`src/sv/trms_pkg.sv`:
```
package trms_pkg;

    localparam int STEP_W        = 32;
    localparam int HDR_W         = 6;
    localparam int COUNT_W       = 5;
    localparam int TIME_W        = 64;
    localparam int PROD_W        = 26;
    localparam int MS_PER_SECOND = 1000;
    localparam int RELAY_FIELD   = 8;

    typedef enum logic [2:0] {
        K_LOAD_STEP   = 3'd0,
        K_LOAD_HEADER = 3'd1,
        K_START       = 3'd2,
        K_STOP        = 3'd3,
        K_MANUAL      = 3'd4,
        K_TICK        = 3'd5
    } kind_t;

    typedef enum logic [1:0] {
        MODE_AUTO = 2'd0,
        MODE_ON   = 2'd1,
        MODE_OFF  = 2'd2
    } mode_t;

    typedef enum logic [3:0] {
        S_IDLE,
        S_DISPATCH,
        S_DUE_START,
        S_ADV_READ,
        S_ADV_APPLY,
        S_ADV_DELAY,
        S_ADV_ADD,
        S_CHECK,
        S_REPORT
    } state_t;

    typedef struct packed {
        logic                   en;
        logic [RELAY_FIELD-1:0] mask;
        logic [1:0]             action;
    } relay_apply_t;

    function automatic logic [1:0] norm_action(input logic [7:0] a);
        logic [1:0] m;
        if (a > 8'(MODE_OFF))
        begin
            m = MODE_AUTO;
        end
        else
        begin
            m = a[1:0];
        end
        return m;
    endfunction

    function automatic logic [PROD_W-1:0] delay_ms(input logic [15:0] d);
        return PROD_W'(d) * PROD_W'(MS_PER_SECOND);
    endfunction

endpackage

```
`src/sv/trms_seq.sv`:
```
module trms_seq import trms_pkg::*; #(
    parameter int MACRO_SLOTS     = 16,
    parameter int STEPS_PER_MACRO = 16,
    parameter int MW              = 4,
    parameter int AW              = 8
) (
    input  logic               clk,
    input  logic               rst_n,
    input  logic               start,
    input  logic [2:0]         kind,
    input  logic [3:0]         macro_slot,
    input  logic [3:0]         step_slot,
    input  logic [15:0]        delay_seconds,
    input  logic [7:0]         relay_select,
    input  logic [7:0]         step_action,
    input  logic               slot_used,
    input  logic [4:0]         step_total,
    input  logic               auto_run,
    output logic               busy,
    output logic               done,
    output logic               accepted,
    output logic               running,
    output logic               timed_mode,
    output logic [3:0]         active_slot,
    output logic [4:0]         steps_done,
    output logic [4:0]         steps_in_macro,
    output logic               modes_changed,
    output logic               step_we,
    output logic [AW-1:0]      step_waddr,
    output logic [STEP_W-1:0]  step_wdata,
    output logic [AW-1:0]      step_raddr,
    input  logic [STEP_W-1:0]  step_rdata,
    output logic               hdr_we,
    output logic [MW-1:0]      hdr_waddr,
    output logic [HDR_W-1:0]   hdr_wdata,
    output logic [MW-1:0]      hdr_raddr,
    input  logic [HDR_W-1:0]   hdr_rdata,
    output relay_apply_t       apply,
    input  logic               relay_hit
);

    localparam int GW = $clog2(STEPS_PER_MACRO + 2);

    state_t             state_reg, state_next;
    logic [2:0]         kind_reg;
    logic [3:0]         mslot_reg;
    logic [3:0]         sslot_reg;
    logic [15:0]        delay_reg;
    logic [7:0]         sel_reg;
    logic [7:0]         act_reg;
    logic               used_reg;
    logic [4:0]         total_reg;
    logic               autor_reg;
    logic [PROD_W-1:0]  prod_reg, prod_next;

    logic               run_reg, run_next;
    logic               timed_reg, timed_next;
    logic [3:0]         slot_reg, slot_next;
    logic [4:0]         pend_reg, pend_next;
    logic [4:0]         count_reg, count_next;
    logic [TIME_W-1:0]  due_reg, due_next;
    logic [TIME_W-1:0]  now_reg, now_next;
    logic [GW-1:0]      guard_reg, guard_next;
    logic               acc_reg, acc_next;
    logic               chg_reg, chg_next;

    logic               in_slot_ok;
    logic               mslot_ok;
    logic               sslot_ok;
    logic               hdr_valid;
    logic [4:0]         pend_inc;
    logic [4:0]         sat_total;
    logic               check_go;
    state_t             adv_exit;

    function automatic logic [AW-1:0] step_addr(input logic [3:0] m, input logic [4:0] s);
        int idx;
        idx = int'(m) * STEPS_PER_MACRO + int'(s);
        return AW'(idx);
    endfunction

    assign in_slot_ok = int'(macro_slot) < MACRO_SLOTS;
    assign mslot_ok   = int'(mslot_reg) < MACRO_SLOTS;
    assign sslot_ok   = int'(sslot_reg) < STEPS_PER_MACRO;
    assign hdr_valid  = mslot_ok && hdr_rdata[HDR_W-1] && (hdr_rdata[COUNT_W-1:0] != '0);
    assign pend_inc   = pend_reg + 5'd1;
    assign sat_total  = (int'(total_reg) > STEPS_PER_MACRO) ? 5'(STEPS_PER_MACRO) : total_reg;
    assign check_go   = run_reg && (now_reg >= due_reg)
                        && (int'(guard_reg) < STEPS_PER_MACRO + 1);
    assign adv_exit   = (kind_reg == K_TICK) ? S_CHECK : S_REPORT;

    always_comb
    begin
        state_next = state_reg;
        unique case (state_reg)
            S_IDLE:
            begin
                if (start)
                begin
                    state_next = S_DISPATCH;
                end
            end
            S_DISPATCH:
            begin
                unique case (kind_reg)
                    K_START:  state_next = hdr_valid ? S_DUE_START : S_REPORT;
                    K_MANUAL: state_next = (run_reg || hdr_valid) ? S_ADV_READ : S_REPORT;
                    K_TICK:   state_next = (run_reg && timed_reg) ? S_CHECK : S_REPORT;
                    default:  state_next = S_REPORT;
                endcase
            end
            S_DUE_START: state_next = S_REPORT;
            S_ADV_READ:  state_next = S_ADV_APPLY;
            S_ADV_APPLY: state_next = (pend_inc >= count_reg) ? adv_exit : S_ADV_DELAY;
            S_ADV_DELAY: state_next = S_ADV_ADD;
            S_ADV_ADD:   state_next = adv_exit;
            S_CHECK:     state_next = check_go ? S_ADV_READ : S_REPORT;
            S_REPORT:    state_next = S_IDLE;
            default:     state_next = S_IDLE;
        endcase
    end

    always_comb
    begin
        busy = (state_reg != S_IDLE);
        done = (state_reg == S_REPORT);
    end

    always_comb
    begin
        run_next   = run_reg;
        timed_next = timed_reg;
        slot_next  = slot_reg;
        pend_next  = pend_reg;
        count_next = count_reg;
        due_next   = due_reg;
        now_next   = now_reg;
        guard_next = guard_reg;
        acc_next   = acc_reg;
        chg_next   = chg_reg;
        prod_next  = prod_reg;
        step_we    = 1'b0;
        step_waddr = step_addr(mslot_reg, 5'(sslot_reg));
        step_wdata = {delay_reg, sel_reg, act_reg};
        step_raddr = '0;
        hdr_we     = 1'b0;
        hdr_waddr  = MW'(mslot_reg);
        hdr_wdata  = {used_reg, sat_total};
        hdr_raddr  = MW'(macro_slot);
        apply      = '0;

        case (state_reg)
            S_IDLE:
            begin
                step_raddr = in_slot_ok ? step_addr(macro_slot, 5'd0) : '0;
                if (start)
                begin
                    acc_next = 1'b0;
                    chg_next = 1'b0;
                end
            end
            S_DISPATCH:
            begin
                unique case (kind_reg)
                    K_LOAD_STEP:
                    begin
                        if (mslot_ok && sslot_ok)
                        begin
                            step_we  = 1'b1;
                            acc_next = 1'b1;
                        end
                    end
                    K_LOAD_HEADER:
                    begin
                        if (mslot_ok)
                        begin
                            hdr_we   = 1'b1;
                            acc_next = 1'b1;
                            if (mslot_reg == slot_reg)
                            begin
                                count_next = sat_total;
                            end
                        end
                    end
                    K_START:
                    begin
                        if (hdr_valid)
                        begin
                            run_next   = 1'b1;
                            slot_next  = mslot_reg;
                            timed_next = autor_reg;
                            pend_next  = '0;
                            count_next = hdr_rdata[COUNT_W-1:0];
                            prod_next  = delay_ms(step_rdata[31:16]);
                            acc_next   = 1'b1;
                        end
                    end
                    K_STOP:
                    begin
                        run_next = 1'b0;
                        acc_next = 1'b1;
                    end
                    K_MANUAL:
                    begin
                        if (run_reg || hdr_valid)
                        begin
                            acc_next   = 1'b1;
                            timed_next = 1'b0;
                            if (!run_reg)
                            begin
                                run_next   = 1'b1;
                                slot_next  = mslot_reg;
                                pend_next  = '0;
                                count_next = hdr_rdata[COUNT_W-1:0];
                                due_next   = now_reg;
                            end
                        end
                    end
                    K_TICK:
                    begin
                        now_next   = now_reg + TIME_W'(1);
                        acc_next   = 1'b1;
                        guard_next = '0;
                    end
                    default:
                    begin
                        acc_next = 1'b0;
                    end
                endcase
            end
            S_DUE_START:
            begin
                due_next = now_reg + TIME_W'(prod_reg);
            end
            S_ADV_READ:
            begin
                step_raddr = (int'(pend_reg) < STEPS_PER_MACRO)
                             ? step_addr(slot_reg, pend_reg) : '0;
            end
            S_ADV_APPLY:
            begin
                if (pend_reg < count_reg)
                begin
                    apply.en     = 1'b1;
                    apply.mask   = step_rdata[15:8];
                    apply.action = norm_action(step_rdata[7:0]);
                    if (relay_hit)
                    begin
                        chg_next = 1'b1;
                    end
                end
                pend_next  = pend_inc;
                step_raddr = (int'(pend_inc) < STEPS_PER_MACRO)
                             ? step_addr(slot_reg, pend_inc) : '0;
                if (pend_inc >= count_reg)
                begin
                    run_next = 1'b0;
                end
            end
            S_ADV_DELAY:
            begin
                prod_next = delay_ms(step_rdata[31:16]);
            end
            S_ADV_ADD:
            begin
                due_next = due_reg + TIME_W'(prod_reg);
            end
            S_CHECK:
            begin
                if (check_go)
                begin
                    guard_next = guard_reg + GW'(1);
                end
            end
            default:
            begin
                acc_next = acc_reg;
            end
        endcase
    end

    always_ff @(posedge clk)
    begin
        if (state_reg == S_IDLE && start)
        begin
            kind_reg  <= kind;
            mslot_reg <= macro_slot;
            sslot_reg <= step_slot;
            delay_reg <= delay_seconds;
            sel_reg   <= relay_select;
            act_reg   <= step_action;
            used_reg  <= slot_used;
            total_reg <= step_total;
            autor_reg <= auto_run;
        end
        prod_reg <= prod_next;
    end

    always_ff @(posedge clk or negedge rst_n)
    begin
        if (!rst_n)
        begin
            state_reg <= S_IDLE;
            run_reg   <= 1'b0;
            timed_reg <= 1'b0;
            slot_reg  <= '0;
            pend_reg  <= '0;
            count_reg <= '0;
            due_reg   <= '0;
            now_reg   <= '0;
            guard_reg <= '0;
            acc_reg   <= 1'b0;
            chg_reg   <= 1'b0;
        end
        else
        begin
            state_reg <= state_next;
            run_reg   <= run_next;
            timed_reg <= timed_next;
            slot_reg  <= slot_next;
            pend_reg  <= pend_next;
            count_reg <= count_next;
            due_reg   <= due_next;
            now_reg   <= now_next;
            guard_reg <= guard_next;
            acc_reg   <= acc_next;
            chg_reg   <= chg_next;
        end
    end

    assign accepted       = acc_reg;
    assign running        = run_reg;
    assign timed_mode     = timed_reg;
    assign active_slot    = run_reg ? slot_reg : '0;
    assign steps_done     = run_reg ? pend_reg : '0;
    assign steps_in_macro = run_reg ? count_reg : '0;
    assign modes_changed  = chg_reg;

    a_guard_bound: assert property (@(posedge clk) disable iff (!rst_n)
        int'(guard_reg) <= STEPS_PER_MACRO + 1)
        else $error("step guard overran");

    a_time_on_tick: assert property (@(posedge clk) disable iff (!rst_n)
        (now_reg != $past(now_reg)) |-> $past(state_reg == S_DISPATCH && kind_reg == K_TICK))
        else $error("time advanced outside a tick");

    a_slot_in_range: assert property (@(posedge clk) disable iff (!rst_n)
        run_reg |-> (int'(slot_reg) < MACRO_SLOTS))
        else $error("active slot out of range");

    a_start_runs: assert property (@(posedge clk) disable iff (!rst_n)
        (done && acc_reg && kind_reg == K_START) |-> run_reg)
        else $error("accepted start left the block idle");

endmodule
```
`config.mk`:
```
export PLATFORM = sky130hd
export DESIGN_NAME = trms_seq
export DESIGN_NICKNAME = d
export VERILOG_FILES = /design/src/sv/trms_pkg.sv /design/src/sv/trms_seq.sv
export SDC_FILE = /design/constraint.sdc
export NUM_CORES = 1
export LEC_CHECK = 0
export BUFFER_PORTS_ARGS = -buffer_cell sky130_fd_sc_hd__buf_4
export CAP_MARGIN = 20
export CORE_MARGIN = 8
export CORE_UTILIZATION = 25
export CTS_BUF_LIST = sky130_fd_sc_hd__clkbuf_8
export DETAILED_ROUTE_END_ITERATION = 8
export GPL_ROUTABILITY_DRIVEN = 0
export SYNTH_ARGS = -nofsm -noshare
export SYNTH_HDL_FRONTEND = slang
export SYNTH_SLANG_ARGS = --single-unit
```
`constraint.sdc`:
```
create_clock -name clk -period 7.89 [get_ports clk]
set_input_delay 1.578 -clock clk [delete_from_list [all_inputs] [get_ports clk]]
set_output_delay 1.578 -clock clk [all_outputs]
set_load 0.02 [all_outputs]
```
### After elaboration in Yosys (flattened, before gate mapping)

Cells that the tools add are included.

| word-level totals | value |
|---|---|
| register bits | 231 |
| latch bits | 0 |
| RAM bits | 0 |
| bits in read-only memories | 0 |
| input bits | 92 |
| output and inout bits | 95 |
| word-level logic and storage cells | 161 |
| memories kept | 0 |

| cells by class | value |
|---|---|
| $add $sub $neg | 8 |
| $mul | 1 |
| div/mod/pow operators | 0 |
| $lt $le $gt $ge | 8 |
| equal/unequal tests | 33 |
| shift-type cells | 0 |
| mux-type cells | 60 |
| bitwise logic cells | 0 |
| reductions and logical operators | 30 |

Operator list:

| operator | count |
|---|---|
| two-way mux 64 bit | 3 |
| case mux 64 bit (3 select lines) | 1 |
| adder 64 x 26 -> 64 bit | 2 |
| adder 64 x 1 -> 64 bit, second input constant | 1 |
| >= comparator 64 bit | 1 |
| two-way mux 5 bit | 11 |
| two-way mux 26 bit | 2 |
| case mux 26 bit (2 select lines) | 1 |
| two-way mux 4 bit | 11 |
| case mux 4 bit (8 select lines) | 1 |
| case mux 5 bit (2 select lines) | 3 |
| != test 2 bit, second input constant | 14 |
| case mux 8 bit (3 select lines) | 1 |
| multiplier 16 x 7 -> 23 bit, second input constant | 1 |
| two-way mux 11 bit | 2 |
| AND reduction 4 bit | 5 |
| adder 8 x 5 -> 8 bit | 2 |
| == test 4 x 3 -> 1 bit, second input constant | 4 |
| two-way mux 8 bit | 2 |
| < comparator 5 bit, second input constant | 3 |
| case mux 5 bit (3 select lines) | 1 |
| two-way mux 1 bit | 12 |
| case mux 4 bit (3 select lines) | 1 |
| nonzero test 2 bit | 6 |
| 33 further kinds | 49 |

### Longest topological paths before layout

| logic depth | value |
|---|---|
| word-level depth | 6 |
| gate-level depth with buffers | 22 |

### Worst setup path after synthesis

Ideal clock, no wire load.

| path | value |
|---|---|
| path kind | input-to-reg |
| start point | in step_rdata[19] |
| end point | reg prod_reg[22], data pin |
| setup time | 0.259 ns |
| arrival | 5.609 ns |
| path slack | 2.022 ns |
| stages | 15 |
| path buffers | 0 |
| cells stage by stage | inv_1 fa_1 fa_1 fa_1 fa_1 inv_1 ha_1 or3_1 o21bai_1 a41o_1 or4_1 o311ai_0 o21ai_0 a21oi_1 xnor2_1 |

| between the ends | value |
|---|---|
| cells in the longest elaborated chain, start to end | 4 |

Ends and longest elaborated chain:

| what | line | text |
|---|---|---|
| from (decl) | trms_seq.sv:32 | `input logic [STEP_W-1:0] step_rdata,` |
| multiplier 16 x 7 -> 23 bit (*) | trms_pkg.sv:58 | `return PROD_W'(d) * PROD_W'(MS_PER_SECOND);` |
| two-way mux 26 bit | trms_seq.sv:187 | `if (hdr_valid)` |
| two-way mux 26 bit | trms_seq.sv:164 | `unique case (kind_reg)` |
| case mux 26 bit (2 select lines) (*) | trms_seq.sv:152 | `case (state_reg)` |
| net prod_next[22] | trms_seq.sv:54 | `logic [PROD_W-1:0] prod_reg, prod_next;` |
| to (signal assigned) | trms_seq.sv:296 | `prod_reg <= prod_next;` |
| to (decl) | trms_seq.sv:54 |  |

Mark *: on every way through the listed nets, which the timed path passes. The rest lies on a longest branch. The select of a mux whose other input is x is not followed.
A chain may end at the register's enable or synchronous reset.

### Final worst setup path

| path | value |
|---|---|
| start point | in step_rdata[21] |
| end point | reg prod_reg[22], data pin |

The elaborated chain is that of the path after synthesis.

==> impl_metrics.toml <==
[outcome]
outcome = "completed"

[sta]
relSlewSlack = 0.327
hold_viol_final = 0
maxSlewViolCount = 0
period_share = 0.714
timing.hold.ws_ns = 0.481
finalSetupTns_ns = 0
setup_viol = 0
tightest_slew_ns = 1.01
rsz0062_at_grt = "no"
finClkSkew_ns = 0.0214
fin_crit_ns = 5.63
fmax_ghz = 0.178

[global_route]
grt_pass1_wl_um = 77500
track_usage = 0.120
grt_overflow_total = 0
grt_pass1_vias = 14100
grt_max_degree = 90
antenna_found_initial = 0

[power_and_ir_drop]
p_leak_nw = 9.32
peakVddDrop_mv = 0.121
powerDensity_nw_per_um2 = 263
total_power_w = 0.00541

[critical_path]
worst-endpoint-required_ns = 8.23
critPathKind = "in -> reg"
crit_path_frequent_cell = "fa_1"
critPathSlowestCell = "fa_1"
crit_fanout = 4
worstPathArrival_ns = 5.98
end_kind = "flop"
crit_chain = "buf_4, inv_1, fa_1, fa_1, fa_1, fa_1, inv_1, ha_1, or3_1, o21bai_1, a41o_1, or4_1, o311ai_0, o21ai_0, a21oi_1, xnor2_1"
start_kind = "primary input"
max_stage_delay_ns = 0.55

[clocking]
ctsHtreeMaxLevel = 2
tritoncts = "yes"
root_buffer = "clkbuf_8"
path_clk_slew_ns = 0.06
cts_buffers = 41
insertion_delay_ns = 0.61
cts_buffer_depth = 3
post_cts_resized = 0
tritoncts_num_sinks = 228
post_cts_buffers = 0
postCtsHoldBufs = 0

[synth]
syn_nets = 2182
synth_area_leaders = "dfrtp_1, edfxtp_1, ha_1, fa_1, xnor2_1"
ys_dominant_reg_cell = "dfrtp_1"
ys.warnings.count = 0
yosysMostFrequentCell = "nand2_1"
syn-cell-area_um2 = 17400
ys_types = 87
postSynthAreaPerCell_um2 = 9.26
ys_ff_latch = 228
async_reset_ff_frac = 0.680
synth_common_cells = "nand2_1, inv_1, dfrtp_1"
synth_top_area_cell = "dfrtp_1"
seq_area_frac_synth = 0.349
synth_edf_count = 73
synth_top_area_share = 0.223
synth_cells = 1881

[drt]
vias = 14300
post-route-drc-count = 0
wl_um = 48100
drtIter0Drc = 1148
ant_nets = 0
avgRoutedWirePerCell_um = 16.1
dr.pass1.iters = 7
via_per_inst = 4.77

[die]
dieArea_um2 = 78300
die_h_um = 280
core_area_um2 = 68800
ioPinCount = 187
num_rows = 96
initial_core_util = 0.253
die_width_um = 280

[place]
io_buffer_count = 186
dpl.hpwl_um = 35200

[finish]
drive_gt1_frac = 0.146
diodes = 0
area_growth_pct = 17.9
fillerInstances = 7257
nets = 2336

[hold_path]
hp-class = "reg -> reg"

[job]
max_cap_viol_count = 0
[final timing paths]
check,cells after the start,endpoint,slack [ns],start
max,16,prod_reg[22],2.26,step_rdata[21]
min,2,count_reg[4],0.48,count_reg[4]
max reg2reg,13,due_reg[63],2.33,state_reg[3]
min reg2reg,2,count_reg[4],0.48,count_reg[4]
max in group asynchronous,2,now_reg[33],5.37,rst_n
min in group asynchronous,1,modes_changed,1.02,rst_n
[area by class of cell]
cell class | count | area (µm²) | share of cell area
Sequential cell | 228 | 6070 | 0.296
Clock inverter | 26 | 139 | 0.00677
Timing Repair Buffer | 201 | 1510 | 0.0736
Clock buffer | 48 | 661 | 0.0322
Multi-Input combinational cell | 1399 | 10400 | 0.505
Inverter | 164 | 616 | 0.0300
Tap cell | 931 | 1160 | 0.0568
[kinds of logic (layout without fill, tap and decap cells)]
group / count (synthesis) / in the layout / synth area share
AO/OA/AOI/OAI: 448 / 448 / 0.166
XOR/XNOR: 131 / 131 / 0.0659
adder cells (fa/ha/maj): 209 / 209 / 0.174
buffers and inverters: 254 / 439 / 0.0579
flip-flops: 228 / 228 / 0.349
multiplexers: 38 / 38 / 0.0225
AND/OR/NAND/NOR: 573 / 573 / 0.165
[metrics by stage]
step / util / setup slack, ns / instances / instance area (µm²)
after floorplan: - / 2.02 / 1881 / 17400
after global placement: 0.287 / 1.68 / 2922 / 19700
after detailed placement: 0.287 / 1.63 / 2922 / 19700
after CTS: 0.298 / 2.27 / 2996 / 20500
after global routing: 0.298 / 1.95 / 2997 / 20500
final: 0.298 / 2.26 / 2997 / 20500
[placed cells by master (no fill, tap or decap), types with 7 or more instances in the layout]
cell type,count
ha_1,154
xor2_1,47
and4_1,7
and3_1,20
nand4_1,33
mux2i_1,29
edfxtp_1,73
clkbuf_8,48
and2_1,27
buf_4,199
mux2_2,9
o21ai_0,117
nor4_1,13
nand2b_1,13
nand3_1,71
fa_1,55
o22ai_1,8
a21oi_1,115
nor2_1,112
a21o_1,45
a211oi_1,31
nor3_1,43
dfrtp_1,155
o211ai_1,15
a31oi_1,19
xnor2_1,84
o21a_1,11
inv_1,181
nor2b_1,9
nand2_1,175
[metal layers]
metal	vias to the layer above	track usage	share of wire
met5	-	0	0
met4	0	0.0392	0.026
met3	85	0.0157	0.043
met2	313	0.197	0.47
met1	6913	0.162	0.46
li1	6984	-	-
[power by group]
group	leakage [nW]	switching, W	internal, W
combinational	6.16	0.00144	0.00104
clock	0.474	0.000536	0.000588
sequential	2.69	0.000230	0.00157
total	9.32	0.00220	0.00320
[worst max-delay path, delay by kind of cell]
kind,cells,cell delay (ns)
and+or+nand+nor,2,0.74
buffers and inverters,3,0.37
AOI/OAI and AO/OA,5,0.99
xor gates and xnor gates,1,0.07
adders and majority gates,5,2.21
Note: power is estimated with default switching activity, not from simulation.
