File: src/sv/trms_pkg.sv
package trms_pkg;

    localparam int STEP_W        = 32;
    localparam int HDR_W         = 6;
    localparam int COUNT_W       = 5;
    localparam int TIME_W        = 64;
    localparam int PROD_W        = 26;
    localparam int MS_PER_SECOND = 1000;
    localparam int RELAY_FIELD   = 8;

    typedef enum logic [2:0] {
        K_LOAD_STEP   = 3'd0,
        K_LOAD_HEADER = 3'd1,
        K_START       = 3'd2,
        K_STOP        = 3'd3,
        K_MANUAL      = 3'd4,
        K_TICK        = 3'd5
    } kind_t;

    typedef enum logic [1:0] {
        MODE_AUTO = 2'd0,
        MODE_ON   = 2'd1,
        MODE_OFF  = 2'd2
    } mode_t;

    typedef enum logic [3:0] {
        S_IDLE,
        S_DISPATCH,
        S_DUE_START,
        S_ADV_READ,
        S_ADV_APPLY,
        S_ADV_DELAY,
        S_ADV_ADD,
        S_CHECK,
        S_REPORT
    } state_t;

    typedef struct packed {
        logic                   en;
        logic [RELAY_FIELD-1:0] mask;
        logic [1:0]             action;
    } relay_apply_t;

    function automatic logic [1:0] norm_action(input logic [7:0] a);
        logic [1:0] m;
        if (a > 8'(MODE_OFF))
        begin
            m = MODE_AUTO;
        end
        else
        begin
            m = a[1:0];
        end
        return m;
    endfunction

    function automatic logic [PROD_W-1:0] delay_ms(input logic [15:0] d);
        return PROD_W'(d) * PROD_W'(MS_PER_SECOND);
    endfunction

endpackage

File: src/sv/trms_hdr_ram.sv
module trms_hdr_ram import trms_pkg::*; #(
    parameter int MACRO_SLOTS = 16,
    parameter int MW          = 4
) (
    input  logic             clk,
    input  logic             rst_n,
    input  logic             we,
    input  logic [MW-1:0]    waddr,
    input  logic [HDR_W-1:0] wdata,
    input  logic [MW-1:0]    raddr,
    output logic [HDR_W-1:0] rdata
);

    logic [HDR_W-1:0]       mem [MACRO_SLOTS];
    logic [HDR_W-1:0]       rd_reg;
    logic                   rd_valid_reg;
    logic [MACRO_SLOTS-1:0] valid_reg;
    logic                   raddr_ok;

    assign raddr_ok = int'(raddr) < MACRO_SLOTS;

    always_ff @(posedge clk)
    begin
        if (we)
        begin
            mem[waddr] <= wdata;
        end
        rd_reg <= mem[raddr];
    end

    always_ff @(posedge clk or negedge rst_n)
    begin
        if (!rst_n)
        begin
            valid_reg    <= '0;
            rd_valid_reg <= 1'b0;
        end
        else
        begin
            if (we)
            begin
                valid_reg[waddr] <= 1'b1;
            end
            rd_valid_reg <= raddr_ok && valid_reg[raddr];
        end
    end

    assign rdata = rd_valid_reg ? rd_reg : '0;

endmodule

File: config.mk
export PLATFORM = sky130hd
export DESIGN_NAME = trms_hdr_ram
export DESIGN_NICKNAME = d
export VERILOG_FILES = /design/src/sv/trms_pkg.sv /design/src/sv/trms_hdr_ram.sv
export SDC_FILE = /design/constraint.sdc
export NUM_CORES = 1
export LEC_CHECK = 0
export ABC_AREA = 1
export BUFFER_PORTS_ARGS = -buffer_cell sky130_fd_sc_hd__buf_2
export CAP_MARGIN = 10
export CORE_UTILIZATION = 37
export DETAILED_ROUTE_END_ITERATION = 10
export HOLD_SLACK_MARGIN = 0.08
export PLACE_DENSITY = 0.55
export SYNTH_ARGS = -nofsm -noshare
export SYNTH_HDL_FRONTEND = slang
export SYNTH_SLANG_ARGS = --single-unit
File: constraint.sdc
create_clock -name clk -period 1.1 [get_ports clk]
set_input_delay 0.055 -clock clk [delete_from_list [all_inputs] [get_ports clk]]
set_output_delay 0.055 -clock clk [all_outputs]
set_load 0.005 [all_outputs]
* Yosys cells after proc, flatten, opt, wreduce, memory -nomap -nowiden *
Memory sizes are Yosys's and may differ from the RTL's. A register that Yosys moved wholly into a read port is not among the register bits.
Cells that the tools add are included.

cells by class
  order comparisons = 3
  muxes and demuxes = 7
  bitwise operators = 1
  reduce and logical (&&, ||, !) cells = 1

operators by type and width
  operator                                                           count
  bitwise OR 16 bit                                                  1
  < comparator 4 x 5 -> 1 bit, second input constant                 2
  two-way mux 6 bit                                                  1
  binary-select mux 1 bit (select 4 bit)                             1
  demux 1 bit (select 4 bit)                                         1
  greater-or-equal comparator 4 x 1 -> 1 bit, second input constant  1
  two-way mux 1 bit                                                  4
  logical AND 1 bit                                                  1

word-level totals
  flip-flop bits (word level) = 17
  bits in writable memories = 96
  bits of input ports = 17
  output and inout bits = 6
  memories = 1

memories
  memory  depth  width  read ports  clocked after memory_dff  wr ports  line                text
  mem     16     6      1           1                         1         trms_hdr_ram.sv:14  logic [HDR_W-1:0] mem [MACRO_SLOTS];

* Logic depth before layout (Yosys ltp) *
Gate-level depths: netlist of run 1.

  depth after elaboration = 5
  depth in mapped cells = 8

* Least setup slack after synthesis of run 1 *
Ideal clock, no wire load.

  path kind = input-to-reg
  start point = in waddr[2]
  end point = mem mem[4][0] (enable)
  arrival = 0.590 ns
  data required time = 0.750 ns
  setup slack = 0.160 ns
  cell stages on the path = 4
  cells stage by stage = inv_1 -> nor2_1 -> nand2_1 -> nor2_1

RTL lines
  element      line                text
  from (decl)  trms_hdr_ram.sv:8   input logic [MW-1:0] waddr,
  to (decl)    trms_hdr_ram.sv:14

No word-level cell before the write port.

* Worst setup path in the final report of run 1 *
  start point = reg rd_valid_reg
  end point = out rdata[2]

on the way
  word-level cells in the longest chain between the ends = 1

ends and longest elaborated chain
  element                 line                text
  from (decl)             trms_hdr_ram.sv:16  logic rd_valid_reg;
  from (signal assigned)  trms_hdr_ram.sv:44  rd_valid_reg <= raddr_ok && valid_reg[raddr];
  two-way mux 6 bit       trms_hdr_ram.sv:48  assign rdata = rd_valid_reg ? rd_reg : '0;
  to (decl)               trms_hdr_ram.sv:11  output logic [HDR_W-1:0] rdata

Every way passes these cells.

==> run_results.csv, run 1 <==
group,metric,value,unit
setup_path,r2r_start,"mem[1][1]",
timing,min_period,1224,ps
power_and_ir_drop,power_density,1836,nW/um^2
synth,ys_seq_elements,119,
floorplanning,die_h,119.5,um
setup_path,crit_fanout,6,
timing,final-setup-viol-count,6,
synth,yosysTopAreaCell,"edfxtp_1",
timing,skew,7.154,ps
grt,antenna_found_initial,0,
setup_path,startpoint,"rd_valid_reg",
synth,syn_inst,517,
placement,place.gp.congestion,0.8448,
final_layout,diodes,0,
route,num_vias,3631,
placement,numPortBuffers,22,
route,via_per_inst,4.746,
setup_path,crit_path_top_delay_cell,"dfrtp_2",
power_and_ir_drop,peakVddDrop,1.149,mV
timing,tightest_slew,414.7,ps
final_layout,nets,593,
floorplanning,core,13350,um^2
synth,ys_warn_count,0,
final_layout,utilization,47.36,%
final_layout,final_cell_area,6321,um^2
floorplanning,dieArea,14290,um^2
grt,grt_start_max_net_pins,37,
final_layout,fillCellCount,1276,
setup_path,worstPathArrival,1170,ps
setup_path,cp-start-kind,"flop",
timing,fmax,0.8170,GHz
synth,synth_nets,534,
route,wire_per_inst,16.16,um
synth,avgSynthCellArea,9.886,um^2
route,dr.pass1.iters,5,
timing,hold_viol_final,0,
cts,cts_max_level,4,
final_layout,drive_gt1_share,17.32,%
cts,cts_buffers,17,
setup_path,cp_cell_sequence,"nand2_2 > inv_2 > buf_6",
power_and_ir_drop,p_total,11.60,mW
synth,synthDistinctLibCells,14,
final_layout,syn_to_final_growth,23.67,%
run_status,status,"complete, but fails checks",
synth,yosysSeqAreaShare,67.07,%
cts,cts.sink_count,119,
setup_path,crit_required,1040,ps
placement,dpl_cell_area,5640,um^2
timing,rsz0062_at_grt,"yes",
grt,grtUsageTotal,19.30,%
floorplanning,ios,23,
route,drtIter0Drc,335,
power_and_ir_drop,leakagePower,2.861,nW
cts,cts_buffer_depth,2,
timing,relSlewSlack,72.36,%
placement,hpwl,8099,um
timing,slew_viol_final,0,
final_layout,largest_reg_flops,96,
synth,synthTopCellsByArea,"edfxtp_1 56%, nand2_1 11%, nand3_1 8.6%, dfrtp_1 8.3%, inv_1 7.3%",
grt,grt_pass1_wl,19460,um
cts,path_clk_slew,50,ps
route,wl,12360,um
synth,synth_top_cell_area_share,56.40,%
cts,cts_tree,"built",
grt,grt_pass1_vias,3590,
floorplanning,fp-row-count,42,
route,ant_nets,0,
timing,finalCritPeriodShare,111.3,%
setup_path,critPathBufInv,2,
timing,fin_ws,-124.0,ps
run_status,failed_checks,"negative setup slack",
cts,cts_root_buffer,"clkbuf_16",
floorplanning,initial_core_util,38.29,%
setup_path,worstSetupEndpointType,"primary output",
cts,insertion_delay,430,ps
floorplanning,die_w,119.5,um
route,drc,0,
setup_path,critPathMaxStageDelay,480,ps
setup_path,path_delay_family,"flip-flops",
grt,gr-total-overflow,0,
synth,synth_area,5111,um^2
setup_path,path_class,"reg -> out",
hold_path,hold_class,"in -> async",
run,cap_viol_max_count,0,
[cell usage in the layout (no fill, tap or decap), drive strengths merged]
master,netlist,layout
clkinv,0,6
buf,19,58
dfxtp,6,6
edfxtp,96,96
clkinvlp,0,2
clkbuf,1,17
inv,101,104
bufinv,0,4
nor2,18,18
o21ai,16,16
nand3,88,88
dlygate4sd3,0,2
nand2,155,155
dfrtp,17,17
[through the flow]
stage	hold WS (ps)	cells	setup WS, ps	TNS [ps]
finish	83.63	765	-124.0	-649.2
global route	97.09	765	-156.0	-889.5
CTS	83.14	765	-135.2	-773.0
detailed placement	-4.057	731	-0.1397	-0.4550
global placement	-5.454	731	2.305	0
floorplan	-240.6	517	159.9	0
[repair_timing]
item / CTS / global route
endpoints found under the hold margin: 24 / 0
setup buffers: 0 / 0
resized for setup: 9 / 6
setup endpoints to repair: 6 / 6
pin swaps: 1 / 2
hold buffers: 2 / 0
[final cells by class]
| class | count | area, um^2 | area share, % |
|---|---|---|---|
| inverters | 101 | 379.1 | 5.998 |
| well taps | 176 | 220.2 | 3.484 |
| clock buffers | 17 | 425.4 | 6.730 |
| clock inverters | 15 | 200.2 | 3.167 |
| repair buffers | 60 | 481.7 | 7.621 |
| multi-input cells | 277 | 1185 | 18.75 |
| flip-flops and latches | 119 | 3430 | 54.26 |
[Yosys cell counts]
cell	instances
dfrtp_1	17
buf_4	2
buf_1	1
o21ai_0	16
clkbuf_1	1
buf_6	5
buf_2	11
inv_1	99
nor2_1	18
inv_2	2
nand3_1	88
dfxtp_1	6
edfxtp_1	96
nand2_1	155
[path summary, 6_finish.rpt]
path / depth (start not counted) / end / slack [ps]
worst max-delay path: 3 / rdata[2] / -120
worst min-delay path: 2 / valid_reg[1] / 80
worst max register to register: 6 / rd_reg[1] / 120
worst min register to register: 2 / valid_reg[7] / 460
max in group asynchronous: 2 / rd_valid_reg / 720
min in group clk: 1 / mem[1][2] / 80
[where the power goes]
part	switching, mW	internal [mW]	leakage (nW)
clock network	2.06	3.79	0.299
registers	0.0368	4.98	1.07
logic	0.488	0.258	1.49
[logic make-up after synthesis]
kind of cell | Yosys count | share of synthesized area, %
AND/OR/NAND/NOR | 261 | 21.32
buffers and inverters | 121 | 10.04
flip-flops | 119 | 67.07
AO/OA/AOI/OAI | 16 | 1.567
[layer usage]
layer	share of wire, %	vias to the layer above	GRT usage, %
met5	0	-	0
met1	46	1734	24.95
met4	2.2	0	8.828
met3	4.9	19	5.656
met2	47	112	29.95
li1	-	1766	-
No activity file was read; power rests on OpenSTA's default activity.
==> run 2: changes to the inputs <==
--- a/config.mk
+++ b/config.mk
@@ -5,9 +5,7 @@
 export SDC_FILE = /design/constraint.sdc
 export NUM_CORES = 1
 export LEC_CHECK = 0
-export ABC_AREA = 1
 export BUFFER_PORTS_ARGS = -buffer_cell sky130_fd_sc_hd__buf_2
-export CAP_MARGIN = 10
 export CORE_UTILIZATION = 37
 export DETAILED_ROUTE_END_ITERATION = 10
 export HOLD_SLACK_MARGIN = 0.08
==> run_results.csv, run 2 <==
group,metric,value,unit
placement,place_ws,-360.8,ps
power_and_ir_drop,p_total,11.52,mW
route,num_vias,2276,
timing,relSlewSlack,44.38,%
grt,grt_pass1_vias,2458,
cts,insertion_delay,400,ps
timing,slew_viol_final,0,
cts,cts.sink_count,119,
synth,syn_inst,225,
synth,synthTopCellsByCount,"96 x edfxtp_1, 17 x dfrtp_1, 17 x mux4_1",
grt,grtUsageTotal,15.95,%
setup_path,crit_required,1390,ps
power_and_ir_drop,power_density,1959,nW/um^2
floorplanning,ios,23,
grt,antenna_found_initial,0,
timing,fin_ws,-171.3,ps
setup_path,worstPathArrival,1560,ps
cts,cts_root_buffer,"clkbuf_16",
floorplanning,die_h,113.4,um
timing,hold_viol_final,0,
timing,final-setup-viol-count,13,
placement,place.gp.congestion,0.6756,
placement,numPortBuffers,22,
route,wl,8935,um
run_status,failed_checks,"negative setup slack",
grt,grt_start_max_net_pins,19,
floorplanning,die_w,113.4,um
setup_path,path_class,"reg -> reg",
synth,synth.most_common_cell,"edfxtp_1",
timing,skew,5.720,ps
power_and_ir_drop,leakagePower,2.029,nW
timing,finalCritPeriodShare,115.6,%
floorplanning,dieArea,12860,um^2
route,ant_nets,0,
final_layout,final_cell_area,5883,um^2
synth,synth_edf_count,96,
floorplanning,core,12060,um^2
final_layout,final_common_cell,"edfxtp_1",
route,drtIter0Drc,162,
run,cap_viol_max_count,0,
route,drc,0,
setup_path,crit_end,"rd_reg[4]",
final_layout,syn_to_final_growth,28.08,%
hold_path,hold_class,"in -> async",
timing,fmax,0.7866,GHz
synth,synth_nets,242,
final_layout,final_cell_mix,"96 x edfxtp_1, 28 x mux4_2, 22 x buf_4, 17 x clkbuf_16",
setup_path,startpoint,"mem[3][4]",
route,via_per_inst,4.782,
floorplanning,initial_core_util,38.08,%
final_layout,largest_reg_flops,96,
timing,whs,108.9,ps
setup_path,r2r_start,"mem[3][4]",
timing,rsz0062_at_grt,"yes",
placement,hpwl,6118,um
cts,cts_buffer_depth,2,
setup_path,r2r_cells,3,
final_layout,diodes,0,
power_and_ir_drop,peakVddDrop,1.324,mV
synth,synth_area,4593,um^2
setup_path,cp-start-kind,"flop",
timing,min_period,1271,ps
synth,async_reset_ff_share,14.29,%
synth,synth_top_cell_area_share,62.76,%
setup_path,timing.rr.end,"rd_reg[4]",
cts,cts_buffers,17,
placement,dpl_cell_area,5137,um^2
timing,setup_tns,-1552,ps
cts,cts_tree,"built",
cts,cts_max_level,4,
synth,synthTopCellsByArea,"edfxtp_1 63%, mux4_1 9.7%, dfrtp_1 9.3%, mux4_2 5.4%, dfxtp_1 2.6%",
cts,postCtsSetupRepairBufs,0,
setup_path,regToRegSetupSlack,-170,ps
final_layout,drive_gt1_share,47.08,%
cts,path_clk_slew,60,ps
run_status,status,"complete, but fails checks",
synth,ys_warn_count,0,
timing,tightest_slew,832.7,ps
synth,synthDistinctLibCells,21,
synth,yosysTopAreaCell,"edfxtp_1",
synth,avgSynthCellArea,20.41,um^2
route,dr.pass1.iters,4,
setup_path,crit_fanout,1,
grt,gr-total-overflow,0,
synth,yosysSeqAreaShare,74.64,%
floorplanning,fp-row-count,40,
final_layout,nets,312,
synth,ys.flop_type,"edfxtp_1",
route,wire_per_inst,18.77,um
setup_path,worstSetupEndpointType,"flop",
synth,ys_seq_elements,119,
grt,grt_pass1_wl,14370,um
run 2: kinds of logic (layout without fill, tap and decap cells):
group,Yosys count,in the layout,synth area share [%]
muxes,28,28,15.12
AOI/OAI and AO/OA,14,14,2.288
DFF,119,119,74.64
and+or+nand+nor,56,56,6.456
buffers and inverters,8,91,1.498
run 2: repair_timing:
| action | CTS | global route |
|---|---|---|
| pin swaps | 1 | 1 |
| endpoints found under the hold margin | 113 | 0 |
| hold buffers | 7 | 0 |
| setup endpoints to repair | 13 | 13 |
| gates resized for setup | 7 | 10 |
run 2: worst min path at each step:
stage	start	to	slack, ps
finish	rst_n	valid_reg[4]	110
global route	rst_n	valid_reg[9]	140
CTS	rst_n	valid_reg[4]	110
detailed placement	rst_n	valid_reg[6]	8
global placement	rst_n	valid_reg[2]	5
floorplan	rst_n	rd_valid_reg	-240
run 2: stage by stage:
stage	util, %	instances
2_1_floorplan	-	225
3_3_place_gp	42.59	437
3_5_place_dp	42.59	437
4_1_cts	48.40	476
5_1_grt	48.78	476
6_report	48.78	476
run 2: area by class of cell:
type,instances,area [um^2]
Multi-Input combinational cell,98,1099
Fill cell,998,6178
Clock inverter,15,176.4
Clock buffer,17,425.4
Timing Repair Buffer,59,543.0
Tap cell,168,210.2
Sequential cell,119,3430
run 2: per-layer routing:
layer,wire length (um),vias up,track usage [%]
met5,0,-,0
met4,85,0,7.368
met3,436,6,3.826
met2,4539,56,24.91
met1,3873,1170,21.32
li1,-,1044,-
run 2: worst max-delay path, stage by stage (launching register included):
cell and delay (ps):
edfxtp_1 360, mux4_2 490, a22oi_2 220, nand2_1 90
run 2: power breakdown:
group	switching, mW	internal, mW
clock network	1.98	3.56
registers	0.0957	5.09
logic	0.339	0.457
==> run 3: changes to the inputs <==
--- a/config.mk
+++ b/config.mk
@@ -7,6 +7,7 @@
 export LEC_CHECK = 0
 export BUFFER_PORTS_ARGS = -buffer_cell sky130_fd_sc_hd__buf_2
 export CORE_UTILIZATION = 37
+export CTS_BUF_LIST = sky130_fd_sc_hd__clkbuf_4 sky130_fd_sc_hd__clkbuf_8
 export DETAILED_ROUTE_END_ITERATION = 10
 export HOLD_SLACK_MARGIN = 0.08
 export PLACE_DENSITY = 0.55
==> run_results.csv, run 3 (synthesis gave the netlist of run 2 again) <==
group,metric,value,unit
run_status,status,"complete, but fails checks",
run_status,failed_checks,"negative setup slack",
setup_path,path_class,"reg -> reg",
cts,cts_tree,"built",
timing,rsz0062_at_grt,"yes",
power_and_ir_drop,peakVddDrop,0.6660,mV
timing,fmax,0.7783,GHz
setup_path,cp-start-kind,"flop",
final_layout,fillCellCount,1024,
floorplanning,die_w,113.4,um
route,num_vias,2277,
setup_path,r2r_start,"mem[3][4]",
hold_path,hold_class,"in -> async",
cts,insertion_delay,430,ps
route,wl_met1,4014,um
setup_path,worstPathArrival,1600,ps
grt,grt_pass1_wl,14340,um
route,dr.pass1.iters,4,
setup_path,critPathBufInv,0,
floorplanning,dieArea,12860,um^2
power_and_ir_drop,p_sw,2.243,mW
grt,gr-total-overflow,0,
floorplanning,fp-row-count,40,
placement,place.gp.congestion,0.6756,
route,wl_met2,4434,um
cts,cts_hold_buf,8,
floorplanning,initial_core_util,38.08,%
cts,cts.sink_count,119,
setup_path,timing.rr.end,"rd_reg[4]",
grt,grt_pass1_vias,2467,
final_layout,largest_reg_flops,96,
cts,cts_root_buffer,"clkbuf_8",
setup_path,crit_required,1420,ps
timing,min_period,1285,ps
power_and_ir_drop,comb_power_share,8.0,%
power_and_ir_drop,p_total,10.02,mW
final_layout,final_common_cell,"edfxtp_1",
setup_path,r2r_cells,3,
final_layout,final_cell_mix,"96 x edfxtp_1, 28 x mux4_2, 22 x buf_4, 17 x clkbuf_8",
final_layout,drive_gt1_share,46.93,%
power_and_ir_drop,power.internal,7.782,mW
route,met3_length,334,um
timing,setup_tns,-1828,ps
cts,cts_buffers,17,
run,cap_viol_max_count,0,
floorplanning,ios,23,
grt,grt_start_max_net_pins,19,
grt,antenna_found_initial,0,
power_and_ir_drop,power_density,1757,nW/um^2
route,wl,8950,um
placement,numPortBuffers,22,
timing,finalCritPeriodShare,116.8,%
final_layout,diodes,0,
route,via_per_inst,4.774,
floorplanning,core,12060,um^2
setup_path,path_delay_family,"multiplexers",
floorplanning,die_h,113.4,um
setup_path,worstSetupEndpointType,"flop",
setup_path,critPathMaxStageDelay,490,ps
cts,cts_max_level,4,
setup_path,crit_path_top_delay_cell,"mux4_2",
final_layout,syn_to_final_growth,24.19,%
power_and_ir_drop,leakagePower,1.946,nW
cts,cts_buffer_depth,2,
timing,tightest_slew,772.8,ps
timing,fin_ws,-184.9,ps
route,wire_per_inst,18.76,um
setup_path,cp_cell_sequence,"mux4_2 > a22oi_2 > nand2_1",
power_and_ir_drop,p_sw_share,22.37,%
setup_path,regToRegSetupSlack,-180,ps
timing,skew,6.123,ps
timing,slew_viol_final,0,
route,topRoutingLayerUsed,"met4",
cts,postCtsSetupRepairBufs,0,
route,ant_nets,0,
placement,hpwl,6118,um
cts,path_clk_slew,70,ps
power_and_ir_drop,seq_power_share,51.6,%
power_and_ir_drop,p_clk_share,40.4,%
timing,final-setup-viol-count,13,
setup_path,crit_fanout,1,
timing,relSlewSlack,48.38,%
route,drc,0,
final_layout,utilization,47.29,%
route,drtIter0Drc,141,
grt,grtUsageTotal,15.91,%
final_layout,nets,313,
timing,hold_viol_final,0,
## run 3: worst max-delay path by stage
stage	start	to	slack, ps	depth (start not counted)
4_1_cts	mem[3][4]	rd_reg[4]	-200	3
5_1_grt	mem[0][4]	rd_reg[4]	-230	3
6_report	mem[3][4]	rd_reg[4]	-180	3
2_1_floorplan	raddr[0]	rd_reg[4]	-50	5
3_5_place_dp	raddr[0]	rd_reg[4]	-360	5
3_3_place_gp	raddr[0]	rd_reg[4]	-350	5
## run 3: worst register-to-register path: cells and delay by family, from the launching register on
family	cells	cell delay [ps]
flops	1	370
compound gates	1	230
simple gates	1	90
mux	1	490
## run 3: per-stage QoR
stage / area, um^2 / instances / hold slack [ps] / setup WS [ps]
6_report: 5704 / 477 / 38.76 / -184.9
4_1_cts: 5650 / 477 / 55.08 / -195.1
5_1_grt: 5704 / 477 / 45.89 / -226.1
3_3_place_gp: 5137 / 437 / 4.649 / -349.2
3_5_place_dp: 5137 / 437 / 7.677 / -360.8
2_1_floorplan: 4574 / 225 / -240.6 / -49.67
## run 3: power by group through the flow
stage	clock, mW	combinational [mW]	sequential (mW)
global route	4.32	0.877	5.20
global placement	0	0.703	5.26
finish	4.05	0.803	5.18
floorplan	0	0.431	5.22
CTS	4.11	0.764	5.17
detailed placement	0	0.713	5.27
## run 3: final cells by class
cell class / count / area, um^2 / area share, %
clock buffers: 17 / 234.0 / 4.102
clock inverters: 15 / 176.4 / 3.093
multi-input cells: 98 / 1099 / 19.26
flip-flops and latches: 119 / 3430 / 60.12
well taps: 168 / 210.2 / 3.685
repair buffers: 60 / 555.5 / 9.739
## run 3: routing by layer
| layer | vias up | GRT usage, % |
|---|---|---|
| li1 | 1044 | - |
| met1 | 1168 | 21.05 |
| met2 | 49 | 25.19 |
| met3 | 16 | 3.879 |
| met4 | 0 | 7.018 |
| met5 | - | 0 |
## run 3: timing repair
| action | CTS | global route |
|---|---|---|
| pin swaps | 1 | 1 |
| setup endpoints to repair | 13 | 16 |
| gates resized for setup | 6 | 12 |
| endpoints found under the hold margin | 113 | 14 |
| cloned | 0 | 0 |
